**src/mco_pkg.sv**
```systemverilog
// Shared types, widths and the cost table address map for matrix_chain_order.
// No dependencies; used by mco_cost_eval and matrix_chain_order.
package mco_pkg;

   localparam int MaxMatrices = 8;
   localparam int DimCap      = MaxMatrices + 1;
   localparam int DimW        = 10;
   localparam int IdxW        = 4;
   localparam int CostW       = 40;
   localparam int PairW       = 2 * DimW;
   localparam int ProdW       = 3 * DimW;
   localparam int CostDepth   = DimCap * DimCap;
   localparam int CostAW      = $clog2(CostDepth);

   typedef logic [DimW-1:0]   dim_type;
   typedef logic [IdxW-1:0]   idx_type;
   typedef logic [CostW-1:0]  cost_type;
   typedef logic [CostAW-1:0] cost_addr_type;

   // Control that travels with one candidate split through the evaluator.
   typedef struct packed {
      logic    valid;
      logic    first;
      logic    zero_right;
      idx_type k;
   } eval_ctl_type;

   // Row-major place of entry [a][b] in the cost memory.
   function automatic cost_addr_type cost_addr(input idx_type a, input idx_type b);
      return cost_addr_type'(CostAW'(a) * CostAW'(DimCap) + CostAW'(b));
   endfunction

endpackage

```
**src/mco_cost_eval.sv**
```systemverilog
// Candidate split evaluator: product, cost sum and running least-cost compare.
// Depends on mco_pkg; memory read data arrives in the cycle after issue_ctl.
module mco_cost_eval (
   input  logic                      clock,
   input  logic                      reset,
   input  mco_pkg::eval_ctl_type     issue_ctl,
   input  logic [mco_pkg::PairW-1:0] pair_product,
   input  mco_pkg::dim_type          dim_k,
   input  mco_pkg::cost_type         cost_left,
   input  mco_pkg::cost_type         cost_right,
   output mco_pkg::cost_type         best_cost,
   output mco_pkg::idx_type          best_split,
   output logic                      busy
);

   mco_pkg::eval_ctl_type            s1_ctl_ff;
   logic                             s2_valid_ff;
   logic                             s2_first_ff;
   mco_pkg::idx_type                 s2_k_ff;
   logic [mco_pkg::ProdW-1:0]        s2_prod_ff;
   mco_pkg::cost_type                s2_sum_ff;
   mco_pkg::cost_type                best_ff;
   mco_pkg::idx_type                 split_ff;

   logic [mco_pkg::ProdW-1:0]        prod_in;
   mco_pkg::cost_type                sum_in;
   mco_pkg::cost_type                cand;

   // The shortest sub-span on either side has no stored cost; it counts as zero.
   assign sum_in  = (s1_ctl_ff.first ? '0 : cost_left) +
                    (s1_ctl_ff.zero_right ? '0 : cost_right);
   assign prod_in = mco_pkg::ProdW'(pair_product) * mco_pkg::ProdW'(dim_k);
   assign cand    = s2_sum_ff + mco_pkg::CostW'(s2_prod_ff);

   always_ff @(posedge clock) begin
      if (reset) begin
         s1_ctl_ff   <= '0;
         s2_valid_ff <= 1'b0;
      end else begin
         s1_ctl_ff   <= issue_ctl;
         s2_valid_ff <= s1_ctl_ff.valid;
      end
      s2_first_ff <= s1_ctl_ff.first;
      s2_k_ff     <= s1_ctl_ff.k;
      s2_prod_ff  <= prod_in;
      s2_sum_ff   <= sum_in;
      // Only a strictly smaller cost replaces the first split found.
      if (s2_valid_ff && (s2_first_ff || cand < best_ff)) begin
         best_ff  <= cand;
         split_ff <= s2_k_ff;
      end
   end

   assign best_cost  = best_ff;
   assign best_split = split_ff;
   assign busy       = s1_ctl_ff.valid | s2_valid_ff;

endmodule

```
**config.mk**
```make
export PLATFORM = sky130hd
export DESIGN_NAME = mco_cost_eval
export DESIGN_NICKNAME = d
export VERILOG_FILES = /design/src/mco_pkg.sv /design/src/mco_cost_eval.sv
export SDC_FILE = /design/constraint.sdc
export NUM_CORES = 1
export LEC_CHECK = 0
export BUFFER_PORTS_ARGS = -buffer_cell sky130_fd_sc_hd__buf_2
export CORE_MARGIN = 4
export CORE_UTILIZATION = 27
export DETAILED_ROUTE_END_ITERATION = 7
export MAX_ROUTING_LAYER = met4
export SLEW_MARGIN = 10
export SYNTH_ARGS = -nofsm -noshare
export SYNTH_HDL_FRONTEND = slang
export SYNTH_SLANG_ARGS = --single-unit
```
**constraint.sdc**
```tcl
create_clock -name clock -period 11.4 [get_ports clock]
set_input_delay 1.71 -clock clock [delete_from_list [all_inputs] [get_ports clock]]
set_output_delay 1.71 -clock clock [all_outputs]
set_load 0.03 [all_outputs]
```
# [Word level (Yosys, flattened, before mapping)]
# Cells that the tools add are included.
[word_totals] reg_bits=127 input_bits=119 out_inout_bits=45 wordCells=20
[op_classes] n_addsub=2 n_mul=1 magnitude_cmp=1 mux=2 n_bitwise=1 n_reduce_logical=2
[op_table] cell="$mux W40" count=2
[op_table] cell="$add A40 B30 Y40" count=1
[op_table] cell="$add A40 B40 Y40" count=1
[op_table] cell="$lt A40 B40 Y1" count=1
[op_table] cell="$mul A20 B10 Y30" count=1
[op_table] cell="$logic_and A1 B1 Y1" count=1
[op_table] cell="$logic_or A1 B1 Y1" count=1
[op_table] cell="$or A1 B1 Y1" count=1

# [Depth between registers and ports, before layout]
# Gate-level depths: netlist of the first run.
[depth] ltp_word=4 mapped_depth=22 mapped_depth_nobuf=21

# [Worst setup path before layout of the first run]
# Ideal clock, no wire load.
[synth_timing] path_type="input port to flip-flop" from="input port dim_k[1]" to="register s2_prod_ff[29] (netlist bit)" setup_time_ns=0.072 arrival_ns=6.615 t_required_ns=11.328 slack_ns=4.713 path_stages=21 path_buffers=1 cell_sequence="clkbuf_1 -> nand2_1 -> fa_1 -> inv_1 -> fa_1 -> inv_1 -> fa_1 -> inv_1 -> fa_1 -> inv_1 -> fa_1 -> inv_1 -> ha_1 -> a211oi_1 -> a21oi_2 -> a311oi_1 -> nor2_1 -> a2111oi_2 -> o41ai_1 -> a21oi_1 -> xnor2_1"
[synth_via] elab_chain_len=1
[synth_rtl] element="start, declared" line="mco_cost_eval.sv:8" text="input mco_pkg::dim_type dim_k,"
[synth_rtl] element="$mul A20 B10 Y30" line="mco_cost_eval.sv:32" text="assign prod_in = mco_pkg::ProdW'(pair_product) * mco_pkg::ProdW'(dim_k);"
[synth_rtl] element="net prod_in (one bit)" line="mco_cost_eval.sv:25" text="logic [mco_pkg::ProdW-1:0] prod_in;"
[synth_rtl] element="end signal, assigned" line="mco_cost_eval.sv:45" text="s2_prod_ff <= prod_in;"
[synth_rtl] element="end, declared" line="mco_cost_eval.sv:20" text="logic [mco_pkg::ProdW-1:0] s2_prod_ff;"
# The timed path passes the listed nets, and every way through them passes these cells.
# A chain may end at the register's enable or synchronous reset.

# [Worst setup path after layout of the first run]
# Same ends and word-level chain as after synthesis.

==> results of run 1 <==
synth_stat cells (7+ instances only):
cell type | number | area (sq um)
fa_1 | 144 | 2880
o21ai_0 | 32 | 160
xor2_1 | 41 | 359
a21oi_1 | 93 | 465
edfxtp_1 | 44 | 1320
o21a_1 | 14 | 105
a31oi_1 | 8 | 50.1
nor2_1 | 69 | 259
ha_1 | 173 | 2160
dfxtp_1 | 83 | 1660
nand3_1 | 27 | 135
a211oi_1 | 9 | 67.6
nand4_1 | 18 | 113
and3_1 | 13 | 81.3
a21o_1 | 68 | 510
o21ai_1 | 18 | 90.1
xnor2_1 | 47 | 412
clkbuf_1 | 58 | 218
o21bai_1 | 7 | 52.6
nand2_1 | 145 | 544
inv_1 | 201 | 754
and2_1 | 124 | 776
nor2b_1 | 95 | 594
nand2b_1 | 19 | 119
nor3_1 | 19 | 95.1
cell type report:
| type | count | area, sq um |
|---|---|---|
| multi-input cells | 1270 | 10800 |
| well taps | 696 | 871 |
| flip-flops and latches | 127 | 2990 |
| diodes | 1 | 2.50 |
| clock inverters | 14 | 170 |
| clock buffers | 18 | 450 |
| inverters | 201 | 754 |
| fillers | 5622 | 37100 |
| repair buffers | 166 | 838 |
where the power goes:
group,internal [mW],switching [mW],total [mW]
Combinational,1.26,1.77,3.02
Sequential,0.658,0.0637,0.722
Clock,0.343,0.226,0.568
metal layers:
| metal | global-route usage [%] | part of all wire [%] | up-vias |
|---|---|---|---|
| met2 | 22.5 | 46 | 270 |
| li1 | - | - | 5767 |
| met4 | 4.34 | 2.4 | 0 |
| met3 | 2.00 | 3.8 | 57 |
| met5 | - | 0 | - |
| met1 | 18.9 | 48 | 5602 |
how the worst max path moves through the flow:
stage | startpoint | end | slack, ps | cells after the start
3_3_place_gp | dim_k[1] | s2_prod_ff[29] | 4330 | 21
6_report | dim_k[1] | s2_prod_ff[29] | 4780 | 21
3_5_place_dp | dim_k[1] | s2_prod_ff[29] | 4290 | 21
5_1_grt | dim_k[1] | s2_prod_ff[29] | 4350 | 21
2_1_floorplan | dim_k[1] | s2_prod_ff[29] | 4710 | 21
4_1_cts | dim_k[1] | s2_prod_ff[29] | 4760 | 21
critical path, cell delays in order:
cell       delay [ps]
buf_2             350
nand2_1           140
fa_1              560
inv_1              50
fa_1              510
inv_1              60
fa_1              530
inv_1              50
fa_1              470
inv_1              50
fa_1              470
inv_1              40
ha_1              330
a211oi_1          300
a21oi_2           130
a311oi_1          290
nor2_1            140
a2111oi_2         360
o41ai_1           140
a21oi_1           180
xnor2_1           120
sequential cells by signal, indices dropped and copies added (netlist names):
signal	cells
best_split	4
s2_sum_ff	40
s2_prod_ff	30
s2_first_ff	1
s1_ctl_ff	7
best_cost	40
s2_k_ff	4
s2_valid_ff	1
per-stage QoR:
step	setup WS, ps	total power [mW]	util (%)	instance area (sq um)
floorplan	4710	3.01	-	14800
finish	4780	4.31	31.3	16900
CTS	4760	4.34	31.3	16900
global placement	4330	3.70	30.2	16300
global route	4350	4.79	31.3	16900
detailed placement	4290	3.75	30.2	16300
cell families after synthesis:
| group | count (synthesis) | synth area share, % |
|---|---|---|
| AO/OA/AOI/OAI | 312 | 14.2 |
| XOR/XNOR | 88 | 5.21 |
| adder cells (fa/ha/maj) | 317 | 34.1 |
| buffers and inverters | 262 | 6.67 |
| flip-flops | 127 | 20.1 |
| multiplexers | 1 | 0.0676 |
| AND/OR/NAND/NOR | 552 | 19.6 |
==> impl_metrics.json, run 1 <==
{
  "timing.final.hold_violations": 0,
  "crit_path_start_kind": "primary input",
  "end_kind": "flop",
  "totalWireLength_um": 40300,
  "ctsResizeCount": 0,
  "synth-seq-cells": 127,
  "drtIter0Drc": 548,
  "synth_edf_count": 44,
  "htree_levels": 4,
  "io_buffers": 163,
  "grt-ovfl-total": 0,
  "r2r_end": "best_cost[6]",
  "area_growth_pct": 14.3,
  "cts_tree": "yes",
  "placedCellCount": 2460,
  "yosysUniqueCellTypes": 70,
  "core-area_sq_um": 54000,
  "synth_warnings": 0,
  "viasPerCell": 4.69,
  "maxCapViolCount": 0,
  "seq_area_frac_synth_pct": 20.1,
  "max_freq_mhz": 151,
  "first_global_vias": 12327,
  "die-area_sq_um": 58600,
  "r2r-start": "s2_prod_ff[0]",
  "fin_skew_ps": 11.6,
  "clockBufferDepth": 2,
  "power.leakage_nw": 8.28,
  "slew_violations": 0,
  "synth_async_sr_flop_share_pct": 0,
  "antenna_found_initial": 4,
  "arrival_ps": 6980,
  "relSlewSlack_pct": 64.1,
  "fp-row-count": 85,
  "die_x_um": 242,
  "drive_gt1_share_pct": 12.5,
  "setup_tns_ps": 0,
  "final_common_cell": "inv_1",
  "synth_area_sq_um": 14800,
  "grt_pass1_wl_um": 65500,
  "wl_per_cell_um": 16.2,
  "syn_nets": 2095,
  "p_per_area_nw_per_um2": 255,
  "holdPathStages": 0,
  "clkLatencyLatePin_ps": 430,
  "path_clk_slew_ps": 60,
  "post_cts_buffers": 0,
  "fin_crit_ps": 6620,
  "ant_nets": 0,
  "critical_path_required_ps": 11760,
  "min_from": "s1_ctl_ff[2]",
  "reg2reg_depth": 21,
  "netlist_instances": 1659,
  "cts_made_buffers": 17,
  "drc": 0,
  "stdcell_count": 2493,
  "ios": 164,
  "setup_viol": 0,
  "hold_ws_ps": 327,
  "rsz0062_at_grt": "no",
  "dp_hpwl_um": 33800,
  "clock_sinks": 127,
  "rrSetupSlack_ps": 5940,
  "worst_hold_path_type": "flop to flop",
  "gp_congestion": 0.899,
  "cts_root_buf": "clkbuf_16",
  "critical_path_class": "primary input to flop",
  "grt.total_usage_pct": 14.2,
  "path_max_fanout": 20,
  "vdd_ir_drop_max_mv": 0.153,
  "synth-main-ff-cell": "dfxtp_1",
  "die_h_um": 242,
  "initial_core_util_pct": 27.4,
  "first_pass_iters": 5,
  "final_cell_mix": "inv_1 (201), ha_1 (173), buf_2 (163), nand2_1 (145), fa_1 (144)",
  "vias": 11696,
  "avgSynthCellArea_sq_um": 8.92,
  "tightest_slew_ps": 538,
  "status": "finished, final reports clean",
  "fin_crit_sh_pct": 58.1,
  "nets": 2219,
  "grt_max_degree": 42,
  "postCtsHoldBufs": 0,
  "hold_path_end": "s2_k_ff[2]"
}
Note: power is estimated with default switching activity, not from simulation.
==> run 2: changes to the inputs <==
==> constraint.sdc (replaced) <==
create_clock -name clock -period 6.1 [get_ports clock]
set_input_delay 0.915 -clock clock [delete_from_list [all_inputs] [get_ports clock]]
set_output_delay 0.915 -clock clock [all_outputs]
set_load 0.03 [all_outputs]
==> run 2 against run 1 <==
Effect of this change:
- die area did not move
- clock power rose by 88%
- register-to-register slack got worse by 5200 ps
- clock skew rose by 2.2 ps
- via count rose by 1.1%
- final cell count rose by 0.72%
- final area rose by 0.79%
- sequential cell count did not move
- power rose by 90%
- critical path depth did not move
- largest power group unchanged
- first-iteration DRC count rose by 41%
- routed wire length rose by 1.2%
==> impl_metrics.json, run 2 (synthesis gave the netlist of run 1 again) <==
{
  "ios": 164,
  "vdd_ir_drop_max_mv": 0.275,
  "final_common_cell": "inv_1",
  "antenna_found_initial": 4,
  "fp-row-count": 85,
  "cts_made_buffers": 17,
  "cts_root_buf": "clkbuf_16",
  "max_freq_mhz": 177,
  "postCtsHoldBufs": 0,
  "critical_path_required_ps": 6410,
  "gp_congestion": 0.905,
  "area_growth_pct": 15.2,
  "ctsResizeCount": 0,
  "p_per_area_nw_per_um2": 481,
  "maxCapViolCount": 0,
  "first_pass_iters": 5,
  "path_clk_slew_ps": 60,
  "worst_hold_path_type": "flop to flop",
  "end_kind": "flop",
  "slew_violations": 0,
  "grt_max_degree": 45,
  "tightest_slew_ps": 831,
  "clkLatencyLatePin_ps": 430,
  "drive_gt1_share_pct": 13.3,
  "clockBufferDepth": 2,
  "arrival_ps": 5940,
  "fin_crit_ps": 5640,
  "clock_sinks": 127,
  "path_max_fanout": 8,
  "drc": 0,
  "setup_tns_ps": 0,
  "grt-ovfl-total": 0,
  "die_h_um": 242,
  "die-area_sq_um": 58600,
  "viasPerCell": 4.71,
  "final_cell_mix": "inv_1 (201), ha_1 (173), buf_2 (163), nand2_1 (145), fa_1 (144)",
  "post_cts_buffers": 0,
  "cts_tree": "yes",
  "rrSetupSlack_ps": 770,
  "fin_skew_ps": 13.8,
  "setup_viol": 0,
  "relSlewSlack_pct": 44.6,
  "status": "finished, final reports clean",
  "grt_pass1_wl_um": 66200,
  "wl_per_cell_um": 16.3,
  "die_x_um": 242,
  "core-area_sq_um": 54000,
  "nets": 2236,
  "grt.total_usage_pct": 14.5,
  "crit_path_start_kind": "primary input",
  "hold_ws_ps": 326,
  "power.leakage_nw": 8.35,
  "drtIter0Drc": 770,
  "nFillCells": 5668,
  "initial_core_util_pct": 27.4,
  "fin_crit_sh_pct": 92.4,
  "io_buffers": 163,
  "rsz0062_at_grt": "no",
  "critical_path_class": "primary input to flop",
  "totalWireLength_um": 40800,
  "vias": 11826,
  "htree_levels": 4,
  "first_global_vias": 12419,
  "dp_hpwl_um": 34400,
  "ant_nets": 0,
  "timing.final.hold_violations": 0
}
==> run 2: changes by cell type in the layout (fill, tap and decap cells not counted), sizes merged <==
cell	before	now
clkinvlp	0	4
buf	166	183
diode	1	2
clkbuf	18	19
inv	207	205
clkinv	6	3
==> run 2: final timing paths <==
path / depth (start not counted) / from / to
worst max-delay path: 21 / dim_k[3] / s2_prod_ff[27]
worst min-delay path: 0 / s1_ctl_ff[0] / s2_k_ff[0]
worst max register to register: 21 / s2_prod_ff[0] / best_cost[5]
worst min register to register: 0 / s1_ctl_ff[0] / s2_k_ff[0]
==> run 2: per-layer routing <==
layer	vias up	part of all wire (%)	routed length (um)	global-route usage, %
li1	5803	-	-	-
met1	5679	47	19200	18.8
met2	287	46	19000	23.3
met3	57	4.3	1760	2.30
met4	0	2.2	909	4.35
met5	-	0	0	-
==> run 2: critical path, stage by stage <==
cell and delay, ps:
buf_2 190, buf_4 200, nand2_1 70, fa_1 500, inv_1 60, fa_1 500, fa_1 510, fa_1 490
inv_1 50, fa_1 480, inv_1 40, ha_1 330, and3_1 260, nand2_1 80, nand2_1 100, a311oi_1 60
nor2_1 260, a21oi_1 170, o31ai_1 440, o41ai_2 110, xnor2_1 140
==> run 2: through the flow <==
stage	setup WS [ps]	std cells	power, mW	util [%]	cell area [sq um]
2_1_floorplan	20.8	1659	5.62	-	14800
3_3_place_gp	166	2477	7.06	30.4	16400
3_5_place_dp	55.2	2477	7.14	30.4	16400
4_1_cts	509	2509	8.26	31.6	17000
5_1_grt	121	2511	9.13	31.6	17100
6_report	465	2511	8.21	31.6	17100
==> run 2: power by group <==
part	total, mW	internal (mW)	leakage [nW]	switching, mW
sequential	1.35	1.23	1.10	0.123
clock	1.07	0.655	0.293	0.411
combinational	5.79	2.44	6.95	3.35
total	8.21	4.32	8.35	3.89
==> run 2: area by class of cell <==
type | instances | area (sq um) | share of cell area (%)
well taps | 696 | 871 | 5.11
clock inverters | 13 | 149 | 0.873
clock buffers | 19 | 475 | 2.79
flip-flops and latches | 127 | 2990 | 17.5
multi-input cells | 1270 | 10800 | 63.6
diodes | 2 | 5.00 | 0.0294
repair buffers | 183 | 966 | 5.66
inverters | 201 | 754 | 4.42
==> run 3: changes to the inputs <==
==> constraint.sdc (replaced) <==
create_clock -name clock -period 5.1 [get_ports clock]
set_input_delay 0.765 -clock clock [delete_from_list [all_inputs] [get_ports clock]]
set_output_delay 0.765 -clock clock [all_outputs]
set_load 0.03 [all_outputs]
==> run 3 against run 2 <==
Effect of this change:
- power is 41% higher
- via count is 3.1% higher
- clock skew is 1.7 ps lower
- clock power is 9% higher
- critical path depth stayed put
- combinational power is 52% higher
- die area stayed put
- global-route usage is 0.45 points higher
- routed wire length is 4.4% higher
- final area is 8.2% higher
==> impl_metrics.json, run 3 (synthesis gave the netlist of run 1 again) <==
{
  "status": "finished, final reports clean",
  "p_per_area_nw_per_um2": 628,
  "fin_ws_ps": 25.4,
  "grt_max_degree": 36,
  "max_freq_mhz": 197,
  "path_clk_slew_ps": 70,
  "path_max_fanout": 7,
  "fin_skew_ps": 12.0,
  "first_global_vias": 13055,
  "gp_congestion": 0.903,
  "core-area_sq_um": 54000,
  "tightest_slew_ps": 619,
  "slew_violations": 0,
  "postPlaceCellArea_sq_um": 17300,
  "fin_crit_sh_pct": 99.5,
  "cts_made_buffers": 17,
  "totalWireLength_um": 42600,
  "clockBufferDepth": 2,
  "grt.total_usage_pct": 14.9,
  "drive_gt1_share_pct": 21.7,
  "antenna_found_initial": 2,
  "area_growth_pct": 24.7,
  "worstSetupEndpoint": "s2_prod_ff[28]",
  "ant_nets": 0,
  "viasPerCell": 4.65,
  "clock_sinks": 127,
  "r2r-start": "s2_prod_ff[0]",
  "power.leakage_nw": 9.03,
  "die_h_um": 242,
  "nets": 2348,
  "die_x_um": 242,
  "fin_crit_ps": 5070,
  "die-area_sq_um": 58600,
  "fp-row-count": 85,
  "hold_ws_ps": 328,
  "postCtsHoldBufs": 0,
  "total_power_mw": 11.6,
  "ios": 164,
  "critical_path.startpoint": "pair_product[2]",
  "r2r_end": "best_cost[5]",
  "maxCapViolCount": 0,
  "timing.final.hold_violations": 0,
  "drc": 0,
  "crit_path_start_kind": "primary input",
  "rsz0062_at_grt": "yes",
  "final_common_cell": "inv_1",
  "worst_hold_path_type": "flop to flop",
  "vias": 12197,
  "end_kind": "flop",
  "critical_path_class": "primary input to flop",
  "grt-ovfl-total": 0,
  "setup_viol": 0,
  "vdd_ir_drop_max_mv": 0.449,
  "arrival_ps": 5390,
  "final_cell_mix": "inv_1 (198), ha_1 (163), nand2_1 (141), buf_2 (141), fa_1 (137)",
  "reg2reg_depth": 21,
  "initial_core_util_pct": 27.4,
  "post-place-ws_ps": -667,
  "io_buffers": 163,
  "critical_path_required_ps": 5410,
  "cts_root_buf": "clkbuf_16",
  "htree_levels": 4,
  "first_pass_iters": 5,
  "relSlewSlack_pct": 58.7,
  "min_from": "s1_ctl_ff[2]",
  "clkLatencyLatePin_ps": 430,
  "dp_hpwl_um": 35700,
  "wl_per_cell_um": 16.2,
  "setup_tns_ps": 0,
  "drtIter0Drc": 545,
  "final_area_sq_um": 18500,
  "cts_tree": "yes",
  "rrSetupSlack_ps": 240,
  "grt_pass1_wl_um": 68800
}
==> run 3: cell count changes in the layout (fill, tap and decap cells not counted), sizes merged <==
cell	before	now
buf	183	290
inv	205	212
clkbuf	19	22
clkinvlp	4	1
bufinv	2	0
diode	2	1
==> run 3: stage by stage <==
| stage | util [%] | instances |
|---|---|---|
| 2_1_floorplan | - | 1659 |
| 4_1_cts | 33.3 | 2610 |
| 5_1_grt | 34.2 | 2622 |
| 6_report | 34.2 | 2622 |
| 3_5_place_dp | 32.1 | 2575 |
| 3_3_place_gp | 32.1 | 2575 |
==> run 3: power by group <==
part	leakage, nW	internal [mW]	switching [mW]	total, mW
logic	7.65	4.15	4.66	8.81
registers	1.10	1.47	0.144	1.62
clock network	0.280	0.647	0.527	1.17
==> run 3: worst min path at each step <==
stage / endpoint / cells after the start
after floorplan: s2_k_ff[0] / 0
after global placement: s2_k_ff[0] / 0
after detailed placement: s2_k_ff[2] / 0
after CTS: s2_k_ff[2] / 0
after global routing: s2_k_ff[0] / 0
final: s2_k_ff[2] / 0
==> run 3: cell type report <==
type / count / area [sq um]
clock inverters: 15 / 141
diodes: 1 / 2.50
fillers: 5549 / 35600
clock buffers: 17 / 425
repair buffers: 295 / 2060
flip-flops and latches: 127 / 2990
inverters: 201 / 754
multi-input cells: 1270 / 11200
well taps: 696 / 871
==> run 3: metal layers <==
| metal | global-route usage [%] | vias to the layer above | part of all wire, % |
|---|---|---|---|
| met1 | 19.6 | 5890 | 48 |
| met5 | - | - | 0 |
| met3 | 1.66 | 49 | 2.8 |
| li1 | - | 6014 | - |
| met4 | 4.29 | 0 | 2.5 |
| met2 | 24.4 | 244 | 47 |
==> run 3: critical path: stages <==
cell	delay, ps
buf_4	140
and2_1	170
fa_1	480
fa_1	530
fa_1	440
fa_1	510
inv_1	50
fa_1	520
inv_2	60
ha_4	150
a21o_1	160
a21oi_2	170
buf_4	130
a2bb2oi_2	140
a31oi_2	120
o21ai_2	170
buf_4	140
buf_6	100
nor3_4	40
nor4_2	270
xnor2_1	100
==> run 3: repair_timing <==
action / CTS / global route
pin swaps: 17 / 44
setup buffers: 3 / 7
gates cloned: 0 / 4
endpoints found under the setup margin: 11 / 57
resized for setup: 27 / 74
